## src/rtl/assert_macros.svh

```systemverilog
// assertion helpers used by the top-level rtl file
`ifndef ASSERT_MACROS_SVH
`define ASSERT_MACROS_SVH

// property checked on every rising clock edge, idle while reset is applied
`define ASSERT_CLK(lbl, clk, rstn, prop, msg) \
	lbl: assert property (@(posedge clk) disable iff (!rstn) prop) else $error(msg);

// condition that must never be seen on a clock edge out of reset
`define ASSERT_NEVER(lbl, clk, rstn, cond, msg) \
	`ASSERT_CLK(lbl, clk, rstn, !(cond), msg)

`endif

```

## src/rtl/elv_pkg.sv

```systemverilog
`timescale 1ns / 1ps

package elv_pkg;

	// default number of floors served
	localparam int FLOORS_DEF = 4;

	typedef logic [1:0] mode_t;
	typedef logic [1:0] motor_t;

	// controller modes
	localparam mode_t MODE_INIT = 2'd0;
	localparam mode_t MODE_WAIT = 2'd1;
	localparam mode_t MODE_UP   = 2'd2;
	localparam mode_t MODE_DOWN = 2'd3;

	// motor commands
	localparam motor_t MOTOR_STOP = 2'd0;
	localparam motor_t MOTOR_UP   = 2'd1;
	localparam motor_t MOTOR_DOWN = 2'd2;

	// travel direction memory
	localparam logic DIR_UP   = 1'b0;
	localparam logic DIR_DOWN = 1'b1;

	// request scan results handed from the request logic to the controller
	typedef struct packed {
		logic sensed;
		logic hit;
		logic at_top;
		logic at_bottom;
		logic ahead_up;
		logic ahead_down;
		logic at_or_above;
		logic any_pending;
	} reqs_stat_t;

endpackage

```

## src/rtl/elv_req_if.sv

```systemverilog
`timescale 1ns / 1ps

interface elv_req_if #(
	parameter int FLOORS = elv_pkg::FLOORS_DEF
);
	localparam int FLOOR_W = $clog2(FLOORS);

	logic               valid;
	logic               ready;
	logic               sensor_valid;
	logic [FLOOR_W-1:0] sensor_floor;
	logic [FLOORS-1:0]  up_presses;
	logic [FLOORS-1:0]  down_presses;
	logic [FLOORS-1:0]  cab_presses;
	logic               timer_expired;

	modport source (
		output valid, sensor_valid, sensor_floor, up_presses, down_presses, cab_presses,
		output timer_expired,
		input  ready
	);

	modport sink (
		input  valid, sensor_valid, sensor_floor, up_presses, down_presses, cab_presses,
		input  timer_expired,
		output ready
	);

endinterface

```

## src/rtl/elv_rsp_if.sv

```systemverilog
`timescale 1ns / 1ps

interface elv_rsp_if #(
	parameter int FLOORS = elv_pkg::FLOORS_DEF
);
	localparam int FLOOR_W = $clog2(FLOORS);

	logic               valid;
	logic               ready;
	logic [1:0]         motor_drive;
	logic               door_is_open;
	logic [FLOOR_W-1:0] floor_shown;
	logic [FLOORS-1:0]  up_lamps;
	logic [FLOORS-1:0]  down_lamps;
	logic [FLOORS-1:0]  cab_lamps;
	logic               timer_start;
	logic [1:0]         mode_now;

	modport source (
		output valid, motor_drive, door_is_open, floor_shown, up_lamps, down_lamps,
		output cab_lamps, timer_start, mode_now,
		input  ready
	);

	modport sink (
		input  valid, motor_drive, door_is_open, floor_shown, up_lamps, down_lamps,
		input  cab_lamps, timer_start, mode_now,
		output ready
	);

endinterface

```

## src/rtl/elv_reqs.sv

```systemverilog
`timescale 1ns / 1ps

module elv_reqs #(
	parameter int FLOORS = elv_pkg::FLOORS_DEF
) (
	input  logic                       hold,
	input  logic                       sensor_valid,
	input  logic [$clog2(FLOORS)-1:0]  sensor_floor,
	input  logic [FLOORS-1:0]          up_presses,
	input  logic [FLOORS-1:0]          down_presses,
	input  logic [FLOORS-1:0]          cab_presses,
	input  logic [$clog2(FLOORS)-1:0]  floor_q,
	input  logic                       door_q,
	input  logic [FLOORS-1:0]          up_q,
	input  logic [FLOORS-1:0]          dn_q,
	input  logic [FLOORS-1:0]          cab_q,
	output logic [$clog2(FLOORS)-1:0]  floor_d,
	output logic [FLOORS-1:0]          up_d,
	output logic [FLOORS-1:0]          dn_d,
	output logic [FLOORS-1:0]          cab_d,
	output elv_pkg::reqs_stat_t        stat
);
	import elv_pkg::*;

	localparam int FLOOR_W = $clog2(FLOORS);
	localparam logic [FLOORS-1:0] TOP_BIT = {1'b1, {(FLOORS-1){1'b0}}};
	localparam logic [FLOORS-1:0] BOT_BIT = FLOORS'(1);

	logic              sensed;
	logic [FLOORS-1:0] sel;
	logic [FLOORS-1:0] above;
	logic [FLOORS-1:0] below;
	logic [FLOORS-1:0] clr;
	logic [FLOORS-1:0] all_d;

	// a floor index past the top counts as no floor
	assign sensed  = sensor_valid && (int'(sensor_floor) < FLOORS);
	assign floor_d = sensed ? sensor_floor : floor_q;

	// per-floor position masks against the sensed and the updated floor
	always_comb begin
		for (int i = 0; i < FLOORS; i++) begin
			sel[i]   = sensed && (sensor_floor == FLOOR_W'(i));
			above[i] = FLOOR_W'(i) > floor_d;
			below[i] = FLOOR_W'(i) < floor_d;
		end
	end

	// latch presses unless hold is set, then drop everything at an open-door floor
	assign clr = (sensed && door_q) ? sel : '0;

	always_comb begin
		if (hold) begin
			up_d  = up_q;
			dn_d  = dn_q;
			cab_d = cab_q;
		end else begin
			up_d  = (up_q | (up_presses & ~TOP_BIT)) & ~clr;
			dn_d  = (dn_q | (down_presses & ~BOT_BIT)) & ~clr;
			cab_d = (cab_q | cab_presses) & ~clr;
		end
	end

	// scans used for stopping and direction choice
	assign all_d = up_d | dn_d | cab_d;

	always_comb begin
		stat.sensed      = sensed;
		stat.hit         = |(all_d & sel);
		stat.at_top      = sensed && (sensor_floor == FLOOR_W'(FLOORS - 1));
		stat.at_bottom   = sensed && (sensor_floor == '0);
		stat.ahead_up    = |((up_d | cab_d) & above);
		stat.ahead_down  = |((dn_d | cab_d) & below);
		stat.at_or_above = |(all_d & ~below);
		stat.any_pending = |all_d;
	end

endmodule

```

## src/rtl/elv_ctrl.sv

```systemverilog
`timescale 1ns / 1ps

module elv_ctrl (
	input  elv_pkg::mode_t      mode_q,
	input  logic                dir_q,
	input  logic                door_q,
	input  elv_pkg::motor_t     motor_q,
	input  logic                expired,
	input  elv_pkg::reqs_stat_t stat,
	output elv_pkg::mode_t      mode_d,
	output logic                dir_d,
	output logic                door_d,
	output elv_pkg::motor_t     motor_d,
	output logic                pulse_d
);
	import elv_pkg::*;

	mode_t mode_mid;

	// mode, door and motor update for one tick
	always_comb begin
		mode_d   = mode_q;
		dir_d    = dir_q;
		door_d   = door_q;
		motor_d  = motor_q;
		pulse_d  = 1'b0;
		mode_mid = mode_q;
		if (mode_q == MODE_INIT) begin
			// climb until the first floor sensor is seen
			dir_d = DIR_UP;
			if (stat.sensed) begin
				door_d  = 1'b1;
				motor_d = MOTOR_STOP;
				pulse_d = 1'b1;
				mode_d  = MODE_WAIT;
			end else begin
				motor_d = MOTOR_UP;
			end
		end else begin
			// stop at a floor that still has a request
			if (stat.hit) begin
				mode_mid = MODE_WAIT;
				if (mode_q != MODE_WAIT) begin
					door_d  = 1'b1;
					motor_d = MOTOR_STOP;
					pulse_d = 1'b1;
				end
			end
			mode_d = mode_mid;
			case (mode_mid)
				MODE_UP: begin
					door_d  = 1'b0;
					dir_d   = DIR_UP;
					motor_d = MOTOR_UP;
					if (stat.at_top) begin
						door_d  = 1'b1;
						motor_d = MOTOR_STOP;
						pulse_d = 1'b1;
						mode_d  = MODE_WAIT;
					end
				end
				MODE_DOWN: begin
					door_d  = 1'b0;
					dir_d   = DIR_DOWN;
					motor_d = MOTOR_DOWN;
					if (stat.at_bottom) begin
						door_d  = 1'b1;
						motor_d = MOTOR_STOP;
						pulse_d = 1'b1;
						mode_d  = MODE_WAIT;
					end
				end
				default: begin
					// door timeout: keep heading if work lies ahead, else go by highest call
					if (expired) begin
						door_d = 1'b0;
						if (dir_q == DIR_UP && stat.ahead_up) begin
							mode_d = MODE_UP;
						end else if (dir_q == DIR_DOWN && stat.ahead_down) begin
							mode_d = MODE_DOWN;
						end else if (stat.any_pending) begin
							mode_d = stat.at_or_above ? MODE_UP : MODE_DOWN;
						end
					end
				end
			endcase
		end
	end

endmodule

```

## src/rtl/elevator_request_controller_top.sv

```systemverilog
`timescale 1ns / 1ps
// Elevator request controller.
// req channel: one control tick per request (floor sensor, hall up/down and cab
// presses, door timer expiry). rsp channel: one result per request with motor
// command, door state, floor indicator, pending request lamps, a timer start
// pulse and the current mode.
// A request accepted at a clock edge is registered in the input register; the
// state and result register update once the result slot is free, and the result is then offered.
// Throughput: one request per cycle while rsp is taken; the limit is the single
// state update between the input register and the state/result register.
// Reset puts the block in init mode (motor up until a floor is sensed, door
// closed, no requests, direction up) and empties both registers.
// When the receiver stalls, the result and the state hold, one more request
// is held in the input register, and req.ready then drops until rsp moves.
`include "assert_macros.svh"

module elevator_request_controller_top #(
	parameter int FLOORS = elv_pkg::FLOORS_DEF
) (
	input logic       clk,
	input logic       arst_n,
	elv_req_if.sink   req,
	elv_rsp_if.source rsp
);
	import elv_pkg::*;

	localparam int FLOOR_W = $clog2(FLOORS);

	// input register
	logic               valid_s1;
	logic               sv_s1;
	logic [FLOOR_W-1:0] fl_s1;
	logic [FLOORS-1:0]  upp_s1;
	logic [FLOORS-1:0]  dnp_s1;
	logic [FLOORS-1:0]  cbp_s1;
	logic               exp_s1;

	// state, which doubles as the result register
	mode_t              mode_q;
	logic               dir_q;
	logic [FLOOR_W-1:0] floor_q;
	logic               door_q;
	motor_t             motor_q;
	logic [FLOORS-1:0]  up_q;
	logic [FLOORS-1:0]  dn_q;
	logic [FLOORS-1:0]  cab_q;
	logic               pulse_q;
	logic               out_valid_q;

	// next state
	mode_t              mode_d;
	logic               dir_d;
	logic [FLOOR_W-1:0] floor_d;
	logic               door_d;
	motor_t             motor_d;
	logic [FLOORS-1:0]  up_d;
	logic [FLOORS-1:0]  dn_d;
	logic [FLOORS-1:0]  cab_d;
	logic               pulse_d;
	reqs_stat_t         stat;

	logic advance;

	// handshake: a stored request moves on when the result slot is free
	assign advance   = valid_s1 && (!out_valid_q || rsp.ready);
	assign req.ready = !valid_s1 || advance;

	// input register control
	always_ff @(posedge clk or negedge arst_n) begin
		if (!arst_n) begin
			valid_s1 <= 1'b0;
		end else if (req.ready) begin
			valid_s1 <= req.valid;
		end
	end

	// input register payload
	always_ff @(posedge clk) begin
		if (req.valid && req.ready) begin
			sv_s1  <= req.sensor_valid;
			fl_s1  <= req.sensor_floor;
			upp_s1 <= req.up_presses;
			dnp_s1 <= req.down_presses;
			cbp_s1 <= req.cab_presses;
			exp_s1 <= req.timer_expired;
		end
	end

	// request latching and floor scans
	elv_reqs #(
		.FLOORS (FLOORS)
	) u_reqs (
		.hold         (mode_q == MODE_INIT),
		.sensor_valid (sv_s1),
		.sensor_floor (fl_s1),
		.up_presses   (upp_s1),
		.down_presses (dnp_s1),
		.cab_presses  (cbp_s1),
		.floor_q      (floor_q),
		.door_q       (door_q),
		.up_q         (up_q),
		.dn_q         (dn_q),
		.cab_q        (cab_q),
		.floor_d      (floor_d),
		.up_d         (up_d),
		.dn_d         (dn_d),
		.cab_d        (cab_d),
		.stat         (stat)
	);

	// mode, door and motor control
	elv_ctrl u_ctrl (
		.mode_q  (mode_q),
		.dir_q   (dir_q),
		.door_q  (door_q),
		.motor_q (motor_q),
		.expired (exp_s1),
		.stat    (stat),
		.mode_d  (mode_d),
		.dir_d   (dir_d),
		.door_d  (door_d),
		.motor_d (motor_d),
		.pulse_d (pulse_d)
	);

	// state and result register
	always_ff @(posedge clk or negedge arst_n) begin
		if (!arst_n) begin
			mode_q      <= MODE_INIT;
			dir_q       <= DIR_UP;
			floor_q     <= '0;
			door_q      <= 1'b0;
			motor_q     <= MOTOR_STOP;
			up_q        <= '0;
			dn_q        <= '0;
			cab_q       <= '0;
			pulse_q     <= 1'b0;
			out_valid_q <= 1'b0;
		end else begin
			if (advance) begin
				mode_q  <= mode_d;
				dir_q   <= dir_d;
				floor_q <= floor_d;
				door_q  <= door_d;
				motor_q <= motor_d;
				up_q    <= up_d;
				dn_q    <= dn_d;
				cab_q   <= cab_d;
				pulse_q <= pulse_d;
			end
			if (advance) begin
				out_valid_q <= 1'b1;
			end else if (rsp.ready) begin
				out_valid_q <= 1'b0;
			end
		end
	end

	// result outputs
	assign rsp.valid        = out_valid_q;
	assign rsp.motor_drive  = motor_q;
	assign rsp.door_is_open = door_q;
	assign rsp.floor_shown  = floor_q;
	assign rsp.up_lamps     = up_q;
	assign rsp.down_lamps   = dn_q;
	assign rsp.cab_lamps    = cab_q;
	assign rsp.timer_start  = pulse_q;
	assign rsp.mode_now     = mode_q;

	// checks; a stop can be followed by a timeout in the same tick, so the
	// door may already be closed and a new direction chosen when the pulse shows
	`ASSERT_CLK(a_pulse_opens, clk, arst_n,
		pulse_q |-> (motor_q == MOTOR_STOP && mode_q != MODE_INIT),
		"timer start without a stop")
	`ASSERT_NEVER(a_move_door_open, clk, arst_n,
		door_q && (motor_q != MOTOR_STOP || mode_q == MODE_UP || mode_q == MODE_DOWN),
		"door open while moving")
	`ASSERT_NEVER(a_end_calls, clk, arst_n,
		dn_q[0] || up_q[FLOORS-1],
		"call latched beyond an end floor")
	`ASSERT_CLK(a_stall_holds, clk, arst_n,
		(out_valid_q && !rsp.ready) |=> ($stable(mode_q) && $stable(cab_q) && $stable(floor_q)),
		"state moved under a stalled result")

endmodule
```

## src/flat_wrapper.sv

```systemverilog
// flat-port wrapper written by rule: the top's interface ports become plain ports
module elevator_request_controller_top_flat import elv_pkg::*;
#(
	parameter int FLOORS = elv_pkg::FLOORS_DEF
)
  (clk, arst_n, req_valid, req_sensor_valid, req_sensor_floor, req_up_presses, req_down_presses, req_cab_presses, req_timer_expired, req_ready, rsp_valid, rsp_motor_drive, rsp_door_is_open, rsp_floor_shown, rsp_up_lamps, rsp_down_lamps, rsp_cab_lamps, rsp_timer_start, rsp_mode_now, rsp_ready);
  elv_req_if #(.FLOORS(FLOORS)) req_i ();
  elv_rsp_if #(.FLOORS(FLOORS)) rsp_i ();
  input logic clk;
  input logic arst_n;
  input wire logic [$bits(req_i.valid)-1:0] req_valid;
  input wire logic [$bits(req_i.sensor_valid)-1:0] req_sensor_valid;
  input wire logic [$bits(req_i.sensor_floor)-1:0] req_sensor_floor;
  input wire logic [$bits(req_i.up_presses)-1:0] req_up_presses;
  input wire logic [$bits(req_i.down_presses)-1:0] req_down_presses;
  input wire logic [$bits(req_i.cab_presses)-1:0] req_cab_presses;
  input wire logic [$bits(req_i.timer_expired)-1:0] req_timer_expired;
  output wire logic [$bits(req_i.ready)-1:0] req_ready;
  output wire logic [$bits(rsp_i.valid)-1:0] rsp_valid;
  output wire logic [$bits(rsp_i.motor_drive)-1:0] rsp_motor_drive;
  output wire logic [$bits(rsp_i.door_is_open)-1:0] rsp_door_is_open;
  output wire logic [$bits(rsp_i.floor_shown)-1:0] rsp_floor_shown;
  output wire logic [$bits(rsp_i.up_lamps)-1:0] rsp_up_lamps;
  output wire logic [$bits(rsp_i.down_lamps)-1:0] rsp_down_lamps;
  output wire logic [$bits(rsp_i.cab_lamps)-1:0] rsp_cab_lamps;
  output wire logic [$bits(rsp_i.timer_start)-1:0] rsp_timer_start;
  output wire logic [$bits(rsp_i.mode_now)-1:0] rsp_mode_now;
  input wire logic [$bits(rsp_i.ready)-1:0] rsp_ready;
  assign req_i.valid = req_valid;
  assign req_i.sensor_valid = req_sensor_valid;
  assign req_i.sensor_floor = req_sensor_floor;
  assign req_i.up_presses = req_up_presses;
  assign req_i.down_presses = req_down_presses;
  assign req_i.cab_presses = req_cab_presses;
  assign req_i.timer_expired = req_timer_expired;
  assign req_ready = req_i.ready;
  assign rsp_valid = rsp_i.valid;
  assign rsp_motor_drive = rsp_i.motor_drive;
  assign rsp_door_is_open = rsp_i.door_is_open;
  assign rsp_floor_shown = rsp_i.floor_shown;
  assign rsp_up_lamps = rsp_i.up_lamps;
  assign rsp_down_lamps = rsp_i.down_lamps;
  assign rsp_cab_lamps = rsp_i.cab_lamps;
  assign rsp_timer_start = rsp_i.timer_start;
  assign rsp_mode_now = rsp_i.mode_now;
  assign rsp_i.ready = rsp_ready;
  elevator_request_controller_top #(.FLOORS(FLOORS)) u_core (.clk(clk), .arst_n(arst_n), .req(req_i), .rsp(rsp_i));
endmodule
```

## config.mk

```make
export PLATFORM = sky130hd
export DESIGN_NAME = elevator_request_controller_top_flat
export DESIGN_NICKNAME = d
export VERILOG_FILES = /design/src/rtl/elv_pkg.sv /design/src/rtl/elv_req_if.sv /design/src/rtl/elv_rsp_if.sv /design/src/rtl/elv_reqs.sv /design/src/rtl/elv_ctrl.sv /design/src/rtl/elevator_request_controller_top.sv /design/src/flat_wrapper.sv
export VERILOG_INCLUDE_DIRS = /design/src /design/src/rtl
export SDC_FILE = /design/constraint.sdc
export NUM_CORES = 1
export LEC_CHECK = 0
export BUFFER_PORTS_ARGS = -buffer_cell sky130_fd_sc_hd__buf_2
export CORE_ASPECT_RATIO = 1.1
export CORE_MARGIN = 2
export CORE_UTILIZATION = 50
export DETAILED_ROUTE_END_ITERATION = 10
export GPL_TIMING_DRIVEN = 0
export PLACE_DENSITY = 0.71
export SYNTH_ARGS = -nofsm -noshare
export SYNTH_HDL_FRONTEND = slang
export SYNTH_HIERARCHICAL = 1
export SYNTH_SLANG_ARGS = --single-unit
```

## constraint.sdc

```tcl
create_clock -name clk -period 4.4 [get_ports clk]
set_input_delay 0.22 -clock clk [delete_from_list [all_inputs] [get_ports clk]]
set_output_delay 0.22 -clock clk [all_outputs]
set_load 0.03 [all_outputs]
```

==> impl_results.md, run 1 <==
* Top delay family on crit path: simple AND/OR/NAND/NOR gates
* Fin nets at 256
* CORE AREA at around 4300 um^2
* CP Max Fanout at 10
* Path depth of the worst reg2reg path at 11
* Worst-margin pin slew at 0.6841 ns
* Worst hold start: req_cab_presses[1]
* Cts bufs inserted at 5
* Number of global-route vias before repair at 1552
* FF-to-FF Start: u_core/rsp.mode_now[0]
* Switch share at 0.4233
* Leak at roughly 1.1 nW
* Post-Syn Area at 2176 um^2
* Setup slack, reg-to-reg at 1.30 ns
* CTS Buffer Depth at 2
* Via count at 1621
* Initial antenna violation count at 0
* N_diodes at 0
* Final hold viol count at 0
* Die Span X at 66.90 um
* Final min period at 3.100 ns
* Met1 global-route usage at 0.2575
* PD cells at 623.1 nW/um^2
* Initial drt markers at 106
* Final core utilization at 0.5959
* Die Height at 73.19 um
* Post-DR wirelength/cell at 15.77 um
* Yosys warnings at 6
* Max VDD drop at roughly 0.26 mV
* Die ar. at 4896 um^2
* CTS resizes at 0
* Row count at 25
* First-pass GRT wire length at between 7 and 8 mm
* Net Switching at 0.0006686 W
* Fin crit share at 0.7046
* DRT antenna net count at 0
* Storage cell area at 996.0 um^2
* Root Driver: clkbuf_8
* Syn nets at 209
* Worst R2R End: u_core/rsp.door_is_open
* Number of remaining DRC errors at 0
* Sink Count at 37
* Max Slew Vio Count at 0
* Pint at 0.0009108 W
* Mapped Cells at 189
* Final setup violation count at 0
* Most common cell after layout, fill and taps aside: buf_2
* Slew margin rel. at 0.5439
* Largest net degree at the start of global routing at 24
* TNS Setup at 0 ns
* Met3 usage at 0.04784
* Most frequent cells in the layout: buf_2, dfrtp_1, mux2_4, nor2_1, edfxtp_1
* Filler Cells Inserted at 405
* Seq pwr share at 0.364
* Cell Chain, Critical Path: nor2_1 > buf_4 > nand4b_1 > nor2_2 > or3_1 > a311oi_2 > nand2b_2 > o22ai_1 > a31oi_1 > o21ai_0 > mux2_4
* Critical path class: flip-flop to flip-flop
* Worst hold margin at 0.1043 ns
* I/O pin cnt at 42
* Vias/cell at between 5 and 6
* Outcome: completed
* Hold Path End: u_core/cbp_s1[1]
* Pre-antenna DRT Iters at 4
* HP Class: primary input to flip-flop
* Multi-input gate area at 1055 um^2
* Crit path buf inv count at 1
* Met2 Track Usage GR at 0.3400
* GRT Max-Usage Layer: met2
* Total wire length at 4.589 mm
* Clock share of power at 0.147
* Clk slew on worst S/H paths at 0.08 ns
* CP max stage cell: dfrtp_1
* Syn avg cell area at 11.51 um^2
* Kind of end point of the critical path: flip-flop
* Initial Util at 0.5115
* Area Growth Syn to Fin at 16.50%
* Gp weighted congestion at 0.9071
* DP HPWL at 3.275 mm
* Htree depth at 2
* Slowest stage delay, CP at 0.48 ns
* Comb pwr share at 0.489
* Req. time, crit path at 4.58 ns
* Hold path cells at 1
* Max-cap viol count at 0
* Unrepaired setup endpoints after global routing: false
* CTS tree: done
* Startpoint types: flip-flop
* WP data arrival at 3.28 ns
* Max frequency at 322.5 MHz
* Layout Skew at 0.007669 ns
* Grt total ovfl at 0
* Layout cells sized above 1 at 0.3797
* Port Buffer Count at 39
* Clk_lat worst skew at about 0.29 ns
* GRT Util Overall at 0.2047
## worst max-delay path by stage
| stage | start | to | cells past startpoint | slack (ns) |
|---|---|---|---|---|
| CTS | u_core/rsp.mode_now[1] | u_core/rsp.door_is_open | 11 | 1.31 |
| global route | u_core/rsp.mode_now[1] | u_core/rsp.mode_now[0] | 11 | 1.09 |
| finish | u_core/rsp.mode_now[0] | u_core/rsp.door_is_open | 11 | 1.30 |
| global placement | u_core/rsp.mode_now[0] | u_core/rsp.door_is_open | 11 | 1.34 |
| detailed placement | u_core/rsp.mode_now[0] | u_core/rsp.door_is_open | 11 | 1.32 |
| floorplan | u_core/rsp.mode_now[1] | u_core/rsp.door_is_open | 11 | 1.56 |
## power by group through the flow
stage | combinational, W | sequential, W | clock [W]
finish | 0.000773 | 0.000575 | 0.000232
global route | 0.000830 | 0.000595 | 0.000259
CTS | 0.000775 | 0.000575 | 0.000240
detailed placement | 0.000772 | 0.000580 | 0
global placement | 0.000760 | 0.000578 | 0
floorplan | 0.000442 | 0.000718 | 0
## metal layers
layer  up-vias  wire [um]
met4         0         42
met1       786       2071
li1        791          -
met5         -          0
met3         4        203
met2        40       2272
## through the flow
| step | setup slack (ns) | instances | power, W | area (um^2) |
|---|---|---|---|---|
| 6_report | 1.300 | 291 | 0.001579 | 2535 |
| 5_1_grt | 1.092 | 291 | 0.001684 | 2535 |
| 4_1_cts | 1.311 | 291 | 0.001590 | 2535 |
| 3_5_place_dp | 1.325 | 282 | 0.001352 | 2439 |
| 3_3_place_gp | 1.340 | 282 | 0.001338 | 2439 |
| 2_1_floorplan | 1.565 | 189 | 0.001159 | 2176 |
## state kept, by name, summed over array words and instances, names as in the netlist
| register | flops |
|---|---|
| u_core/cbp_s1 | 4 |
| u_core/rsp.cab_lamps | 4 |
| u_core/rsp.down_lamps | 4 |
| u_core/rsp.up_lamps | 4 |
| u_core/dnp_s1 | 3 |
| u_core/upp_s1 | 3 |
| u_core/fl_s1 | 2 |
| u_core/rsp.floor_shown | 2 |
| u_core/rsp.mode_now | 2 |
| u_core/rsp.motor_drive | 2 |
| u_core/dir_q | 1 |
| u_core/exp_s1 | 1 |
| u_core/rsp.door_is_open | 1 |
| u_core/rsp.timer_start | 1 |
| u_core/rsp.valid | 1 |
| u_core/sv_s1 | 1 |
| u_core/valid_s1 | 1 |
## cell type report
| type | count | area share |
|---|---|---|
| clock inverters | 3 | 0.006910 |
| well taps | 54 | 0.02665 |
| multi-input cells | 134 | 0.4161 |
| repair buffers | 40 | 0.08095 |
| plain buffers | 8 | 0.03455 |
| inverters | 10 | 0.01481 |
| flip-flops and latches | 37 | 0.3929 |
| clock buffers | 5 | 0.02715 |
## repair_timing
item                      in CTS  in global routing
hold endpoints to repair      23                  0
setup buffers                  0                  0
hold buffers                   1                  0
(Power assumes the default switching activity.)
==> run 2, diff against run 1 <==
- ABC_AREA: unset -> 1
- clock period: 4.4 -> 2.96 ns (I/O delays scaled with it)
==> impl_results.md, run 2 <==
* TNS Setup at 0 ns (unchanged)
* Number of global-route vias before repair at 1711 (+10%)
* Initial Util at 0.5208 (+0.009363)
* Switch share at 0.4544 (+0.03107)
* Initial drt markers at 159 (+50%)
* Top delay family on crit path: simple AND/OR/NAND/NOR gates
* CTS Buffer Depth at 2 (unchanged)
* Grt total ovfl at 0 (unchanged)
* Gp weighted congestion at 0.9038 (-0.36%)
* Total wire length at 4.782 mm (+4.2%)
* Startpoint types: flip-flop
* Max-cap viol count at 0 (unchanged)
* Worst-margin pin slew at 0.5968 ns (-0.08730 ns)
* Vias/cell at 4.932 (-11%)
* Syn avg cell area at 7.373 um^2 (-36%)
* Yosys warnings at 6 (unchanged)
* Max Slew Vio Count at 0 (unchanged)
* CTS resizes at 0 (unchanged)
* Post-CTS setup buffers at 0 (unchanged)
* Max VDD drop at 0.5187 mV (+99%)
* Outcome: completed
* Setup slack, reg-to-reg at 0.48 ns (-0.82 ns)
* Clk slew on worst S/H paths at 0.07 ns (about the same)
* Row count at 24 (-4.0%)
* Cts bufs inserted at 5 (unchanged)
* Seq pwr share at 0.326 (-0.038)
* GRT Util Overall at 0.2229 (+0.01825)
* Pint at 0.001315 W (+44%)
* Worst hold margin at 0.03496 ns (-0.06935 ns)
* Area Growth Syn to Fin at 18.91%
* Final min period at 2.478 ns (-0.6223 ns)
* Comb pwr share at 0.488 (about the same)
* Port Buffer Count at 39 (unchanged)
* Req. time, crit path at 3.19 ns (-1.39 ns)
* Clock share of power at 0.186 (+0.039)
* Post-Syn Area at 2064 um^2 (-5.1%)
* Initial antenna violation count at 0 (unchanged)
* Hold path cells at 1 (unchanged)
* Most common cell after layout, fill and taps aside: nand2_1
* CP max stage cell: dfrtp_1
* FF-to-FF Start: u_core/rsp.mode_now[1]
* CORE AREA at 3964 um^2 (-6.8%)
* Worst hold start: req_cab_presses[0]
* Pre-antenna DRT Iters at 4 (unchanged)
* Filler Cells Inserted at 389 (-4.0%)
* Syn nets at 300 (+44%)
* N_diodes at 0 (unchanged)
* Post-DR wirelength/cell at 12.58 um (-20%)
* Worst R2R End: u_core/rsp.mode_now[1]
* Die Height at 71.40 um (-2.4%)
* Leak at 1.389 nW (+23%)
* Largest net degree at the start of global routing at 24 (unchanged)
* Sink Count at 37 (unchanged)
* Max frequency at 403.5 MHz (+25%)
* Final hold viol count at 0 (unchanged)
* Crit path buf inv count at 3 (+2)
* Most frequent cells in the layout: nand2_1, buf_2, inv_1, nand3_1, dfrtp_1
* Root Driver: clkbuf_8
* Net Switching at 0.001096 W (+64%)
* Post-CTS Hold Fix Bufs at 1 (unchanged)
* I/O pin cnt at 42 (unchanged)
* Layout Skew at 0.002765 ns (-0.004904 ns)
* HP Class: primary input to flip-flop
* Cell Chain, Critical Path: nor2_1 > inv_2 > nand2_1 > nand2_1 > o21ai_1 > nand2_1 > nand2_1 > nand2_1 > inv_1 > nand2_1 > inv_1 > nand2_2 > nor2_1 > nor2_1 > a21oi_1 > nand3_1 > nand2_1
* Slowest stage delay, CP at 0.44 ns (-0.04 ns)
* Critical path class: flip-flop to flip-flop
* Kind of end point of the critical path: flip-flop
* Unrepaired setup endpoints after global routing: false
* Die ar. at 4660 um^2 (-4.8%)
* CP most frequent cell: nand2_1
* DP HPWL at 3.511 mm (+7.2%)
* WP data arrival at 2.70 ns (-0.58 ns)
* Via count at 1874 (+16%)
* Clk_lat worst skew at 0.28 ns (about the same)
* Fin crit share at 0.8372 (+0.1326)
* Final setup violation count at 0 (unchanged)
* Hold Path End: u_core/cbp_s1[0]
* DRT antenna net count at 0 (unchanged)
* Layout cells sized above 1 at 0.2226 (-0.1572)
* Slew margin rel. at 0.6017 (+0.05776)
* Path depth of the worst reg2reg path at 17 (+6)
* Mapped Cells at 280 (+48%)
* CP Max Fanout at 10 (unchanged)
* PD cells at 982.2 nW/um^2 (+58%)
* Number of remaining DRC errors at 0 (unchanged)
* Die Span X at 65.27 um (-2.4%)
* Htree depth at 2 (unchanged)
* CTS tree: done
* First-pass GRT wire length at 7.797 mm (+5.5%)
* Fin nets at 347 (+36%)
==> run 2: area by class of cell <==
class | count | area (um^2) | share of cell area
plain buffers | 7 | 42.54 | 0.01733
clock buffers | 6 | 82.58 | 0.03364
clock inverters | 2 | 37.54 | 0.01529
inverters | 42 | 157.7 | 0.06422
multi-input cells | 194 | 868.3 | 0.3537
flip-flops and latches | 37 | 996.0 | 0.4057
well taps | 52 | 65.06 | 0.02650
repair buffers | 40 | 205.2 | 0.08359
==> run 2: power by group through the flow <==
stage	registers [W]	clock network (W)	logic, W
2_1_floorplan	0.00100	0	0.000656
5_1_grt	0.000807	0.000478	0.00132
4_1_cts	0.000787	0.000460	0.00118
3_5_place_dp	0.000796	0	0.00117
6_report	0.000785	0.000448	0.00118
3_3_place_gp	0.000794	0	0.00116
==> run 2: worst max path at each step <==
| stage | from | cells after the start | end |
|---|---|---|---|
| 2_1_floorplan | u_core/rsp.mode_now[1] | 20 | u_core/rsp.mode_now[0] |
| 3_3_place_gp | u_core/rsp.mode_now[1] | 17 | u_core/rsp.mode_now[1] |
| 3_5_place_dp | u_core/rsp.mode_now[1] | 17 | u_core/rsp.mode_now[1] |
| 4_1_cts | u_core/rsp.mode_now[1] | 17 | u_core/rsp.mode_now[1] |
| 5_1_grt | u_core/rsp.mode_now[1] | 17 | u_core/rsp.mode_now[1] |
| 6_report | u_core/rsp.mode_now[1] | 17 | u_core/rsp.mode_now[1] |
==> run 2: through the flow <==
stage          power [W]  cell area, um^2    util  worst slack, ns  instances
2_1_floorplan   0.001655             2064       -           0.8110        280
3_3_place_gp    0.001957             2325  0.5865           0.5464        371
3_5_place_dp    0.001968             2325  0.5865           0.5261        371
4_1_cts         0.002424             2455  0.6193           0.5011        380
5_1_grt         0.002606             2455  0.6193           0.2071        380
6_report        0.002411             2455  0.6193           0.4819        380
==> run 2: metal layers <==
metal  up-vias  global-route usage  part of all wire
met1       847              0.2963              0.46
met4         0             0.06944             0.013
met3         6             0.04396             0.052
li1        965                   -                 -
met5         -                   0                 0
met2        56              0.3696              0.47
==> run 3, diff against run 2 <==
- CORE_UTILIZATION: 50 -> 49
- PLACE_DENSITY: 0.71 -> 0.73
- clock period: 2.96 -> 2.15 ns (I/O delays scaled with it)
==> impl_results.md, run 3 (synthesis gave the netlist of run 2 again) <==
* Outcome: completed
* Clock share of power at 0.178 (-0.008)
* Final hold viol count at 0 (unchanged)
* Crit path buf inv count at 2 (-1)
* CORE AREA at 3994 um^2 (+0.76%)
* Die Span X at 65.89 um (+0.96%)
* Cell Chain, Critical Path: nor2_4 > inv_4 > nand2_1 > nand2_1 > o21ai_2 > nand2_2 > nand2_1 > nand2_1 > inv_1 > nand2_2 > nor2_2 > nand3_2 > o21ai_0 > nand3_1 > nand2_1 > nand3_1 > nand2_1
* Switch share at 0.4516 (-0.002764)
* Layout Skew at 0.005516 ns (+0.002751 ns)
* HP Class: primary input to flip-flop
* Max-cap viol count at 0 (unchanged)
* Net Switching at 0.001570 W (+43%)
* Fin crit share at 0.9845 (+0.1473)
* Max frequency at 472.4 MHz (+17%)
* Slowest stage delay, CP at 0.44 ns (about the same)
* DP Area at 2325 um^2 (unchanged)
* Top delay family on crit path: simple AND/OR/NAND/NOR gates
* PD cells at 1303 nW/um^2 (+33%)
* Vias/cell at 4.937 (+0.12%)
* Row count at 24 (unchanged)
* Grt total ovfl at 0 (unchanged)
* Most common cell after layout, fill and taps aside: nand2_1
* Port Buffer Count at 39 (unchanged)
* Max VDD drop at 0.7747 mV (+49%)
* Filler Cells Inserted at 353 (-9.3%)
* Fin nets at 366 (+5.5%)
* Req. time, crit path at 2.37 ns (-0.82 ns)
* Initial antenna violation count at 0 (unchanged)
* Final setup violation count at 0 (unchanged)
* Initial drt markers at 107 (-33%)
* Final min period at 2.117 ns (-0.3614 ns)
* WP data arrival at 2.33 ns (-0.37 ns)
* Unrepaired setup endpoints after global routing: true
* Largest net degree at the start of global routing at 24 (unchanged)
* Leak at 1.472 nW (+6.0%)
* Final Cell Area at 2666 um^2 (+8.6%)
* I/O pin cnt at 42 (unchanged)
* CTS Buffer Depth at 2 (unchanged)
* Gp weighted congestion at 0.9063 (+0.28%)
* Clk slew on worst S/H paths at 0.07 ns (about the same)
* Initial Util at 0.5169 (-0.003916)
* Max Slew Vio Count at 0 (unchanged)
* Number of global-route vias before repair at 1838 (+7.4%)
* DRT antenna net count at 0 (unchanged)
* Number of remaining DRC errors at 0 (unchanged)
* First-pass GRT wire length at 8.142 mm (+4.4%)
* Cts bufs inserted at 5 (unchanged)
* Kind of end point of the critical path: flip-flop
* Die ar. at 4749 um^2 (+1.9%)
* GRT Util Overall at 0.2276 (+0.004676)
* Power, Total at 0.003475 W (+44%)
* Pint at 0.001906 W (+45%)
* Startpoint types: flip-flop
* CP max stage cell: dfrtp_2
* CP most frequent cell: nand2_1
* Total wire length at 5.025 mm (+5.1%)
* Critical path class: flip-flop to flip-flop
* Comb pwr share at 0.512 (+0.024)
* Post-DR wirelength/cell at 12.59 um (about the same)
* Htree depth at 2 (unchanged)
* Slew margin rel. at 0.5702 (-0.03149)
* DP HPWL at 3.478 mm (-0.93%)
* Root Driver: clkbuf_8
* Clk_lat worst skew at 0.28 ns (about the same)
* Seq pwr share at 0.310 (-0.016)
* CP Max Fanout at 10 (unchanged)
* Pre-antenna DRT Iters at 4 (unchanged)
* Sink Count at 37 (unchanged)
* CTS tree: done
* Final core utilization at 0.6676 (+0.04829)
* Layout cells sized above 1 at 0.2565 (+0.03392)
* Area Growth Syn to Fin at 29.15%
* Worst-margin pin slew at 0.6440 ns (+0.04719 ns)
* Via count at 1970 (+5.1%)
* Die Height at 72.08 um (+0.95%)
* N_diodes at 0 (unchanged)
* Most frequent cells in the layout: nand2_1, buf_2, inv_1, nand3_1, dfrtp_1
run 3: changes by cell type in the layout (fill, tap and decap cells not counted), moves of 3 or more:
cell / before / now
dfrtp_1: 23 / 20
dlygate4sd3_1: 1 / 15
buf_4: 3 / 8
nand2_1: 107 / 104
nand2_2: 5 / 8
dfrtp_2: 0 / 3
run 3: path summary, 6_finish.rpt:
| check | startpoint | slack (ns) | cells after the start | end |
|---|---|---|---|---|
| worst max-delay path | u_core/rsp.mode_now[1] | 0.03 | 17 | u_core/rsp.door_is_open |
| worst min-delay path | req_valid | 0.04 | 3 | u_core/valid_s1 |
| worst max register to register | u_core/rsp.mode_now[1] | 0.03 | 17 | u_core/rsp.door_is_open |
| worst min register to register | u_core/rsp.timer_start | 0.50 | 2 | u_core/rsp.timer_start |
| max in group asynchronous | arst_n | 1.40 | 2 | u_core/rsp.door_is_open |
| min in group asynchronous | arst_n | 0.34 | 2 | u_core/rsp.mode_now[1] |
run 3: metrics by stage:
stage	TNS (ns)	hold slack (ns)	setup WS, ns	cells
after floorplan	0	-0.1881	0.001000	280
after global routing	-0.4429	0.04405	-0.1343	399
after detailed placement	-1.386	0.1419	-0.2879	371
after CTS	0	0.03472	0.01578	397
after global placement	-1.179	0.1297	-0.2517	371
final	0	0.03988	0.03332	399
run 3: tightest hold or removal path, stage by stage:
cell and delay [ns]:
buf_2 0.07, nand2_1 0.06, nand2_1 0.05
run 3: power groups by stage:
| stage | Combinational [W] | Clock [W] | Sequential, W |
|---|---|---|---|
| 6_report | 0.00178 | 0.000619 | 0.00108 |
| 5_1_grt | 0.00196 | 0.000653 | 0.00111 |
| 4_1_cts | 0.00172 | 0.000638 | 0.00108 |
| 3_5_place_dp | 0.00161 | 0 | 0.00110 |
| 3_3_place_gp | 0.00160 | 0 | 0.00109 |
| 2_1_floorplan | 0.000902 | 0 | 0.00138 |
run 3: timing repair:
action | 4_1_cts | 5_1_grt
pin swaps | 2 | 5
resized for setup | 8 | 6
hold buffers | 15 | 0
hold endpoints to repair | 37 | 0
setup endpoints to repair | 7 | 6
setup buffers | 3 | 2
run 3: area by class of cell:
type | count | area, um^2 | area share
flip-flops and latches | 37 | 999.7 | 0.3749
multi-input cells | 194 | 895.9 | 0.3360
repair buffers | 59 | 382.9 | 0.1436
inverters | 42 | 160.2 | 0.06007
clock buffers | 6 | 82.58 | 0.03097
well taps | 52 | 65.06 | 0.02440
plain buffers | 7 | 42.54 | 0.01595
clock inverters | 2 | 37.54 | 0.01408
run 3: layer usage:
layer | vias up | global-route usage | routed length (um)
met4 | 0 | 0.08333 | 51
met2 | 46 | 0.3872 | 2474
met3 | 7 | 0.03876 | 212
li1 | 997 | - | -
met5 | - | 0 | 0
met1 | 920 | 0.2908 | 2288
